`src/sv/lambda_term_lexer_macros.svh`:
```
// Assertion macros shared by the lexer's checking code.
`ifndef LAMBDA_TERM_LEXER_MACROS_SVH
`define LAMBDA_TERM_LEXER_MACROS_SVH

// Same-cycle implication, sampled on clk, off while rst is high.
`define LTL_ASSERT_NOW(lbl, ante, cons, msg) \
  lbl: assert property (@(posedge clk) disable iff (rst) (ante) |-> (cons)) \
    else $error(msg);

// Next-cycle implication, sampled on clk, off while rst is high.
`define LTL_ASSERT_NEXT(lbl, ante, cons, msg) \
  lbl: assert property (@(posedge clk) disable iff (rst) (ante) |=> (cons)) \
    else $error(msg);

`endif

```
`src/sv/ltl_pkg.sv`:
```
// Shared types and constants of the lambda term lexer.
package ltl_pkg;

  localparam int MAX_LINE_DEF    = 1024;
  localparam int QUEUE_DEPTH_DEF = 4;

  localparam logic [7:0] SPACE_MAX  = 8'h20;
  localparam logic [7:0] CASE_MASK  = 8'hDF;
  localparam logic [7:0] CH_EQ      = 8'h3D;
  localparam logic [7:0] CH_UNDER   = 8'h5F;
  localparam logic [7:0] CH_BSLASH  = 8'h5C;
  localparam logic [7:0] CH_DOT     = 8'h2E;
  localparam logic [7:0] CH_OPEN    = 8'h28;
  localparam logic [7:0] CH_CLOSE   = 8'h29;
  localparam logic [7:0] CH_COLON   = 8'h3A;

  typedef enum logic [3:0] {
    TK_INVALID = 4'd0,
    TK_EOF     = 4'd1,
    TK_BSLASH  = 4'd2,
    TK_DOT     = 4'd3,
    TK_COLONEQ = 4'd4,
    TK_OPEN    = 4'd5,
    TK_CLOSE   = 4'd6,
    TK_IDENT   = 4'd7,
    TK_LET     = 4'd8
  } tok_kind_t;

  typedef struct packed {
    tok_kind_t   kind;
    logic [9:0]  start;
    logic [10:0] length;
  } token_t;

  // One queue entry: the tokens caused by one input beat.
  typedef struct packed {
    token_t first;
    token_t second;
    logic   two;
  } entry_t;

  typedef struct packed {
    logic full;
    logic empty;
  } queue_stat_t;

  // Letters of the keyword, by position.
  function automatic logic [7:0] kw_char(input logic [1:0] idx);
    logic [7:0] c;
    unique case (idx)
      2'd0:    c = 8'h6C;
      2'd1:    c = 8'h65;
      default: c = 8'h74;
    endcase
    return c;
  endfunction

endpackage

```
`src/sv/lambda_term_lexer.sv`:
```
// Top level of the lambda term lexer: front end, token queue and back end.
// The lexer accepts one byte beat (or end-of-line beat) every cycle while the
// queue is not full; the byte is classified and the lexer state updated in the
// cycle it is taken. A beat yields zero, one or two tokens; two-token beats
// (identifier flush followed by a punctuation token, an invalid token or EOF)
// leave the output one token at a time, and the QUEUE_DEPTH-entry queue absorbs
// bursts of two-token beats and output stalls; input is held off only while the
// queue is full. A taken beat's entry is first written into the queue, and the
// back end then loads its first token into the output register. Lines longer
// than MAX_LINE bytes give an invalid token.
`include "lambda_term_lexer_macros.svh"

module lambda_term_lexer import ltl_pkg::*; #(
  parameter int MAX_LINE    = MAX_LINE_DEF,
  parameter int QUEUE_DEPTH = QUEUE_DEPTH_DEF
) (
  input  logic        clk,
  input  logic        rst,
  input  logic        in_valid,
  output logic        in_ready,
  input  logic [7:0]  char_byte,
  input  logic        end_of_line,
  output logic        out_valid,
  input  logic        out_ready,
  output logic [3:0]  token_code,
  output logic [9:0]  token_start,
  output logic [10:0] token_length,
  output logic        last_in_run
);

  logic        accept, push, pop;
  entry_t      push_entry, head;
  queue_stat_t stat;
  token_t      out_tok;

  assign in_ready = !stat.full;
  assign accept   = in_valid && in_ready;

  ltl_front #(.MAX_LINE(MAX_LINE)) u_front (
    .clk        (clk),
    .rst        (rst),
    .accept     (accept),
    .char_byte  (char_byte),
    .end_of_line(end_of_line),
    .push       (push),
    .push_entry (push_entry)
  );

  ltl_queue #(.DEPTH(QUEUE_DEPTH)) u_queue (
    .clk       (clk),
    .rst       (rst),
    .push      (push),
    .push_entry(push_entry),
    .pop       (pop),
    .head      (head),
    .stat      (stat)
  );

  ltl_back u_back (
    .clk      (clk),
    .rst      (rst),
    .head     (head),
    .stat     (stat),
    .pop      (pop),
    .out_valid(out_valid),
    .out_ready(out_ready),
    .out_tok  (out_tok),
    .out_last (last_in_run)
  );

  assign token_code   = out_tok.kind;
  assign token_start  = out_tok.start;
  assign token_length = out_tok.length;

  // an idle output with a queued entry must pick it up next cycle
  `LTL_ASSERT_NEXT(a_drain, !stat.empty && !out_valid, out_valid, "queued entry not taken")
  `LTL_ASSERT_NOW(a_plain_tok,
    out_valid && token_code != TK_IDENT && token_code != TK_LET,
    token_start == 10'd0 && token_length == 11'd0, "non-identifier token carries extent")
  `LTL_ASSERT_NOW(a_eof_last, out_valid && token_code == TK_EOF, last_in_run,
    "EOF not last of its beat")
  `LTL_ASSERT_NOW(a_no_lost_push, push, !stat.full, "entry pushed into full queue")

endmodule

```
`src/sv/ltl_front.sv`:
```
// Front end: takes byte beats, tracks lexer state and builds token entries.
module ltl_front import ltl_pkg::*; #(
  parameter int MAX_LINE = MAX_LINE_DEF
) (
  input  logic       clk,
  input  logic       rst,
  input  logic       accept,
  input  logic [7:0] char_byte,
  input  logic       end_of_line,
  output logic       push,
  output entry_t     push_entry
);

  localparam int POS_W   = $clog2(MAX_LINE + 1);
  localparam int START_W = $clog2(MAX_LINE);

  typedef enum logic [1:0] {
    M_IDLE  = 2'd0,
    M_IDENT = 2'd1,
    M_COLON = 2'd2,
    M_STOP  = 2'd3
  } mode_t;

  mode_t              mode, mode_next;
  logic [POS_W-1:0]   line_pos, line_pos_next;
  logic [START_W-1:0] id_start, id_start_next;
  logic [POS_W-1:0]   id_len, id_len_next;
  logic [1:0]         kw_prog, kw_prog_next;
  logic               kw_match, kw_match_next;

  logic [START_W+9:0] start_ext;
  logic [POS_W+10:0]  len_ext;
  token_t             id_tok, tok_a, tok_b, byte_tok;
  logic               has_a, has_b, byte_has, done;
  logic [7:0]         upper;
  logic               is_space, is_letter, is_word;

  assign upper     = char_byte & CASE_MASK;
  assign is_space  = (char_byte != 8'h00) && (char_byte <= SPACE_MAX);
  assign is_letter = (upper >= 8'h41) && (upper <= 8'h5A);
  assign is_word   = is_letter || ((char_byte >= 8'h30) && (char_byte <= 8'h39)) ||
                     (char_byte == CH_UNDER);

  assign start_ext = {10'b0, id_start};
  assign len_ext   = {11'b0, id_len};

  always_comb begin
    id_tok.kind   = (kw_match && kw_prog == 2'd3 && id_len == POS_W'(3)) ? TK_LET : TK_IDENT;
    id_tok.start  = start_ext[9:0];
    id_tok.length = len_ext[10:0];
  end

  always_comb begin
    mode_next     = mode;
    line_pos_next = line_pos;
    id_start_next = id_start;
    id_len_next   = id_len;
    kw_prog_next  = kw_prog;
    kw_match_next = kw_match;
    tok_a         = '{kind: TK_INVALID, start: '0, length: '0};
    tok_b         = '{kind: TK_INVALID, start: '0, length: '0};
    byte_tok      = '{kind: TK_INVALID, start: '0, length: '0};
    has_a         = 1'b0;
    has_b         = 1'b0;
    byte_has      = 1'b0;
    done          = 1'b0;

    if (end_of_line) begin
      unique case (mode)
        M_IDENT: begin
          tok_a      = id_tok;
          has_a      = 1'b1;
          tok_b.kind = TK_EOF;
          has_b      = 1'b1;
        end
        M_COLON: has_a = 1'b1;
        M_IDLE: begin
          tok_a.kind = TK_EOF;
          has_a      = 1'b1;
        end
        default: ;
      endcase
      mode_next     = M_IDLE;
      line_pos_next = '0;
      id_start_next = '0;
      id_len_next   = '0;
      kw_prog_next  = '0;
      kw_match_next = 1'b1;
    end else if (mode != M_STOP) begin
      if (line_pos >= POS_W'(MAX_LINE)) begin
        has_a     = 1'b1;
        mode_next = M_STOP;
      end else begin
        line_pos_next = line_pos + POS_W'(1);
        if (mode == M_COLON) begin
          has_a = 1'b1;
          if (char_byte == CH_EQ) begin
            tok_a.kind = TK_COLONEQ;
            mode_next  = M_IDLE;
          end else begin
            mode_next = M_STOP;
          end
          done = 1'b1;
        end else if (mode == M_IDENT) begin
          if (is_word) begin
            if (kw_prog != 2'd3) begin
              if (char_byte != kw_char(kw_prog)) kw_match_next = 1'b0;
              kw_prog_next = kw_prog + 2'd1;
            end else begin
              kw_match_next = 1'b0;
            end
            id_len_next = id_len + POS_W'(1);
            done        = 1'b1;
          end else begin
            tok_a     = id_tok;
            has_a     = 1'b1;
            mode_next = M_IDLE;
          end
        end

        if (!done) begin
          byte_has = 1'b1;
          priority if (is_space) begin
            byte_has = 1'b0;
          end else if (is_letter) begin
            byte_has      = 1'b0;
            mode_next     = M_IDENT;
            id_start_next = line_pos[START_W-1:0];
            id_len_next   = POS_W'(1);
            kw_prog_next  = 2'd1;
            kw_match_next = (char_byte == kw_char(2'd0));
          end else if (char_byte == CH_BSLASH) begin
            byte_tok.kind = TK_BSLASH;
          end else if (char_byte == CH_DOT) begin
            byte_tok.kind = TK_DOT;
          end else if (char_byte == CH_OPEN) begin
            byte_tok.kind = TK_OPEN;
          end else if (char_byte == CH_CLOSE) begin
            byte_tok.kind = TK_CLOSE;
          end else if (char_byte == CH_COLON) begin
            byte_has  = 1'b0;
            mode_next = M_COLON;
          end else begin
            mode_next = M_STOP;
          end

          // a flushed identifier goes first; the byte's own token follows it
          if (byte_has) begin
            if (has_a) begin
              tok_b = byte_tok;
              has_b = 1'b1;
            end else begin
              tok_a = byte_tok;
              has_a = 1'b1;
            end
          end
        end
      end
    end
  end

  assign push              = accept && has_a;
  assign push_entry.first  = tok_a;
  assign push_entry.second = tok_b;
  assign push_entry.two    = has_b;

  always_ff @(posedge clk) begin
    if (rst) begin
      mode     <= M_IDLE;
      line_pos <= '0;
      id_start <= '0;
      id_len   <= '0;
      kw_prog  <= '0;
      kw_match <= 1'b1;
    end else if (accept) begin
      mode     <= mode_next;
      line_pos <= line_pos_next;
      id_start <= id_start_next;
      id_len   <= id_len_next;
      kw_prog  <= kw_prog_next;
      kw_match <= kw_match_next;
    end
  end

endmodule

```
`src/sv/ltl_queue.sv`:
```
// Short register queue of token entries between front and back.
module ltl_queue import ltl_pkg::*; #(
  parameter int DEPTH = QUEUE_DEPTH_DEF
) (
  input  logic        clk,
  input  logic        rst,
  input  logic        push,
  input  entry_t      push_entry,
  input  logic        pop,
  output entry_t      head,
  output queue_stat_t stat
);

  localparam int PTR_W = (DEPTH > 1) ? $clog2(DEPTH) : 1;
  localparam int CNT_W = $clog2(DEPTH + 1);

  entry_t             mem [DEPTH];
  logic [PTR_W-1:0]   wr_ptr, rd_ptr;
  logic [CNT_W-1:0]   count;
  logic               do_push, do_pop;

  assign stat.full  = (count == CNT_W'(DEPTH));
  assign stat.empty = (count == '0);
  assign do_push    = push && !stat.full;
  assign do_pop     = pop && !stat.empty;
  assign head       = mem[rd_ptr];

  always_ff @(posedge clk) begin
    if (do_push) mem[wr_ptr] <= push_entry;
  end

  always_ff @(posedge clk) begin
    if (rst) begin
      wr_ptr <= '0;
      rd_ptr <= '0;
      count  <= '0;
    end else begin
      if (do_push) wr_ptr <= (wr_ptr == PTR_W'(DEPTH - 1)) ? '0 : wr_ptr + PTR_W'(1);
      if (do_pop)  rd_ptr <= (rd_ptr == PTR_W'(DEPTH - 1)) ? '0 : rd_ptr + PTR_W'(1);
      unique case ({do_push, do_pop})
        2'b10:   count <= count + CNT_W'(1);
        2'b01:   count <= count - CNT_W'(1);
        default: count <= count;
      endcase
    end
  end

endmodule

```
`src/sv/ltl_back.sv`:
```
// Back end: splits queue entries into single token beats on the output register.
module ltl_back import ltl_pkg::*; (
  input  logic        clk,
  input  logic        rst,
  input  entry_t      head,
  input  queue_stat_t stat,
  output logic        pop,
  output logic        out_valid,
  input  logic        out_ready,
  output token_t      out_tok,
  output logic        out_last
);

  logic   pend;
  token_t pend_tok;
  logic   slot_free;

  assign slot_free = !out_valid || out_ready;
  assign pop       = slot_free && !pend && !stat.empty;

  always_ff @(posedge clk) begin
    if (rst) begin
      out_valid <= 1'b0;
      pend      <= 1'b0;
    end else if (slot_free) begin
      if (pend) begin
        out_valid <= 1'b1;
        out_tok   <= pend_tok;
        out_last  <= 1'b1;
        pend      <= 1'b0;
      end else if (!stat.empty) begin
        out_valid <= 1'b1;
        out_tok   <= head.first;
        out_last  <= !head.two;
        pend      <= head.two;
        pend_tok  <= head.second;
      end else begin
        out_valid <= 1'b0;
      end
    end
  end

endmodule

```
`config.mk`:
```
export PLATFORM = sky130hd
export DESIGN_NAME = lambda_term_lexer
export DESIGN_NICKNAME = d
export VERILOG_FILES = /design/src/sv/ltl_pkg.sv /design/src/sv/lambda_term_lexer.sv /design/src/sv/ltl_front.sv /design/src/sv/ltl_queue.sv /design/src/sv/ltl_back.sv
export VERILOG_INCLUDE_DIRS = /design/src /design/src/sv
export SDC_FILE = /design/constraint.sdc
export NUM_CORES = 1
export LEC_CHECK = 0
export BUFFER_PORTS_ARGS = -buffer_cell sky130_fd_sc_hd__buf_2
export CAP_MARGIN = 20
export CORE_MARGIN = 3
export CORE_UTILIZATION = 45
export CTS_BUF_LIST = sky130_fd_sc_hd__clkbuf_4 sky130_fd_sc_hd__clkbuf_8 sky130_fd_sc_hd__clkbuf_16
export CTS_CLUSTER_DIAMETER = 30
export CTS_CLUSTER_SIZE = 12
export DETAILED_ROUTE_END_ITERATION = 8
export PLACE_DENSITY_LB_ADDON = 0.15
export SLEW_MARGIN = 10
export SYNTH_ARGS = -nofsm -noshare
export SYNTH_HDL_FRONTEND = slang
export SYNTH_SLANG_ARGS = --single-unit
```
`constraint.sdc`:
```
create_clock -name clk -period 4.1 [get_ports clk]
set_clock_uncertainty 0.2 [all_clocks]
set_input_delay 0.82 -clock clk [delete_from_list [all_inputs] [get_ports clk]]
set_output_delay 0.82 -clock clk [all_outputs]
set_load 0.05 [all_outputs]
```
==> metrics.json <==
{
  "run_status": {"value": "completed"},
  "number_of_drc_violations_after_detailed_routing_iteration_0": {"value": 374},
  "cp.required": {"value": 4240, "unit": "ps"},
  "min_period": {"value": 3420, "unit": "ps"},
  "layout.filler_cells": {"value": 1516},
  "worst-path-buf-inv": {"value": 2},
  "worst-r2r-cell-count": {"value": 9},
  "gr-total-overflow": {"value": 0},
  "mapped_area": {"value": 8390, "unit": "um^2"},
  "netSwitchingFraction": {"value": 30.6, "unit": "%"},
  "area_of_the_placeable_core": {"value": 18100, "unit": "um^2"},
  "post-route-period-util": {"value": 83.3, "unit": "%"},
  "delay_of_the_slowest_critical_path_stage": {"value": 440, "unit": "ps"},
  "overall_die_area": {"value": 20300, "unit": "um^2"},
  "sum_of_internal_switching_and_leakage_power": {"value": 5800, "unit": "uW"},
  "synthCells": {"value": 598},
  "cts_tree": {"value": "yes"},
  "cts_max_path_buffers": {"value": 2},
  "worst-setup-path-type": {"value": "primary input to register"},
  "power_leakage": {"value": 0.00324, "unit": "uW"},
  "buffer_ports.inserted": {"value": 40},
  "timing.critical_path.cells": {"value": "buf_2 > or3_4 > o221ai_4 > a21oi_4 > a211oi_4 > inv_1 > ha_1 > fa_1 > xnor2_1 > or3_1 > a21oi_1"},
  "die_boundary_width": {"value": 143, "unit": "um"},
  "setup_total_negative_slack": {"value": 0, "unit": "ps"},
  "internal_power": {"value": 4030, "unit": "uW"},
  "num_vias": {"value": 4977},
  "post_drt_via_cell_ratio": {"value": 5.62},
  "n_antenna_cell": {"value": 0},
  "final-max-slew-violation-count": {"value": 0},
  "clock_latency": {"value": 420, "unit": "ps"},
  "initial_utilization": {"value": 46.2, "unit": "%"},
  "synth-compound-area-share": {"value": 9.37, "unit": "%"},
  "power.clock.fraction": {"value": 28.3, "unit": "%"},
  "flow.area_growth_from_synthesis": {"value": 13.6, "unit": "%"},
  "synth_area_leaders": {"value": "sky130_fd_sc_hd__edfxtp_1, sky130_fd_sc_hd__dfxtp_1, sky130_fd_sc_hd__mux4_2"},
  "drt_first_pass_iters": {"value": 5},
  "post_cts_setup_bufs": {"value": 0},
  "gpl.final_weighted_congestion": {"value": 0.960},
  "synth_top_family_by_area": {"value": "simple AND/OR/NAND/NOR gates"},
  "max-cap-violations": {"value": 0},
  "r2r_setup_slack": {"value": 890, "unit": "ps"},
  "synth_enable_flop_cells": {"value": 145},
  "synth_largest_area_cell": {"value": "sky130_fd_sc_hd__edfxtp_1"},
  "grt_pass1_wl": {"value": 27000, "unit": "um"},
  "ys_seq_elements": {"value": 193},
  "ir_drop": {"value": 0.326, "unit": "mV"},
  "total_number_of_nets_in_the_final_design": {"value": 668},
  "critical_path_s_top_delay_family": {"value": "compound AO/OA/AOI/OAI gates"},
  "detail_route.wl_per_cell": {"value": 19.0, "unit": "um"},
  "timing.slew.headroom": {"value": 47.7, "unit": "%"},
  "synth_top_cell_area_share": {"value": 51.9, "unit": "%"},
  "grt_antenna_before_repair": {"value": 0},
  "multiInputGateArea": {"value": 2880, "unit": "um^2"},
  "syn_nets": {"value": 622},
  "synth.distinct_cells": {"value": 84},
  "clock_tree.htree_level_count": {"value": 4},
  "postCtsHoldBufs": {"value": 0},
  "timing.critical_path.from_type": {"value": "primary input"},
  "post_dp_cell_area": {"value": 8920, "unit": "um^2"},
  "critPathMaxFanout": {"value": 14},
  "post_route_cells_drive_above_1_share": {"value": 23.6, "unit": "%"},
  "count_of_final_hold_check_violations": {"value": 0},
  "grt_max_degree": {"value": 30},
  "gr-usage-all-layers": {"value": 17.3, "unit": "%"},
  "timing.critical_path.depth": {"value": 11},
  "clock-sinks": {"value": 193},
  "total_switching_power": {"value": 1770, "unit": "uW"},
  "synth_fa_ha_area_share": {"value": 1.73, "unit": "%"},
  "critical-path-slowest-cell": {"value": "sky130_fd_sc_hd__fa_1"},
  "grt_setup_unrepaired": {"value": "no"},
  "drtAntennaViolNets": {"value": 0},
  "io_pins": {"value": 41},
  "die_h": {"value": 143, "unit": "um"},
  "seq_power_share": {"value": 44.6, "unit": "%"},
  "min-delay-path-class": {"value": "register to register"},
  "postSynth.asyncResetShare": {"value": 0, "unit": "%"},
  "seq_area_frac_synth": {"value": 63.4, "unit": "%"},
  "max_clock_freq": {"value": 293, "unit": "MHz"},
  "total_power_per_unit_cell_area": {"value": 609, "unit": "nW/um^2"},
  "yosys.area_share.simple": {"value": 13.9, "unit": "%"},
  "arrival": {"value": 3560, "unit": "ps"},
  "wirelength": {"value": 16800, "unit": "um"},
  "post_cts_resized": {"value": 0},
  "via_count_of_the_first_global_routing_pass": {"value": 4933},
  "finalSetupViolCount": {"value": 0},
  "ys.flop_type": {"value": "sky130_fd_sc_hd__edfxtp_1"},
  "layout.area.seq": {"value": 5320, "unit": "um^2"},
  "detailed_place_hpwl": {"value": 11600, "unit": "um"},
  "ctsRootBufferMaster": {"value": "sky130_fd_sc_hd__clkbuf_16"},
  "crit_path_end_kind": {"value": "register"},
  "synth-xor-area-share": {"value": 0.626, "unit": "%"},
  "combinational_share_of_power": {"value": 27.0, "unit": "%"},
  "synthMuxAreaShare": {"value": 8.67, "unit": "%"},
  "synthesis.area_per_instance": {"value": 14.0, "unit": "um^2"},
  "floorplan.rows": {"value": 49},
  "synth-warning-count": {"value": 0},
  "final_design_area_no_fill": {"value": 9530, "unit": "um^2"},
  "clk_pin_slew_worst_paths": {"value": 60, "unit": "ps"},
  "cts_made_buffers": {"value": 17},
  "holdPathStages": {"value": 1},
  "timing_worst_slew_pin_value": {"value": 785, "unit": "ps"},
  "drc": {"value": 0}
}
==> synth_stat cells, drive strengths merged (10+ instances only) <==
master	instances
edfxtp	145
dfxtp	48
nor2	43
mux4	29
nand2	29
and2	27
o21ai	26
nor2b	25
a21oi	24
clkbuf	16
inv	15
buf	13
ha	10
nand4	10
nor3	10
==> path summary, 6_finish.rpt <==
path                       startpoint                  end
setup / recovery         char_byte[3]     u_queue.count[2]
hold / removal    u_front.id_start[1]  u_front.id_start[1]
setup reg to reg      u_front.mode[1]     u_queue.count[2]
hold reg to reg   u_front.id_start[1]  u_front.id_start[1]
==> cells by family after synthesis <==
kind of cell             after synthesis
buffers and inverters                 44
adder cells (fa/ha/maj)               11
AO/OA/AOI/OAI                        108
AND/OR/NAND/NOR                      200
XOR/XNOR                               6
flip-flops                           193
multiplexers                          36
==> flip-flops by register name, indices dropped and copies added, names as in the netlist, 2 cells and up, named ones only <==
name and flops:
u_queue.rd_ptr 2, u_queue.wr_ptr 2, u_front.mode 2, u_back.out_tok 25
u_front.kw_prog 2, u_back.pend_tok 3, u_queue.mem 116, u_front.line_pos 11
u_front.id_len 11, u_front.id_start 10, u_queue.count 3
==> final cells by class <==
cell class	instances	share of cell area, %
Clock buffer	21	4.91
Clock inverter	11	1.33
Inverter	15	0.591
Multi-Input combinational cell	361	30.2
Sequential cell	193	55.8
Tap cell	229	3.01
Timing Repair Buffer	56	4.15
==> power by group through the flow <==
stage / Combinational, uW / Clock [uW] / Sequential, uW
after global routing: 1700 / 1760 / 2620
after global placement: 1480 / 0 / 2690
final: 1570 / 1640 / 2590
after CTS: 1510 / 1670 / 2660
after detailed placement: 1500 / 0 / 2700
after floorplan: 896 / 0 / 2880
==> per-layer routing <==
metal | track usage [%] | routed length [um]
met5 | 0 | 0
met4 | 6.15 | 185
met3 | 4.03 | 631
met2 | 27.2 | 8160
met1 | 23.8 | 7840
==> through the flow <==
step / std cells / setup slack, ps / hold WS, ps / utilization, %
6_report: 886 / 684 / 275 / 52.5
4_1_cts: 885 / 726 / 273 / 52.4
3_5_place_dp: 853 / 273 / 259 / 49.1
2_1_floorplan: 598 / 372 / 241 / -
5_1_grt: 886 / 593 / 278 / 52.5
3_3_place_gp: 853 / 347 / 257 / 49.1
==> cell usage in the layout, fill, tap and decap left out, drive strengths merged, types with 18 or more instances in the layout <==
cell type  netlist  final
and2            27     27
nor2            43     43
dfxtp           48     48
o21ai           26     26
nand2           29     29
edfxtp         145    145
nor2b           25     25
buf             13     56
mux4            29     29
inv             15     18
a21oi           24     24
clkbuf          16     21
No activity file was read; power rests on OpenSTA's default activity.
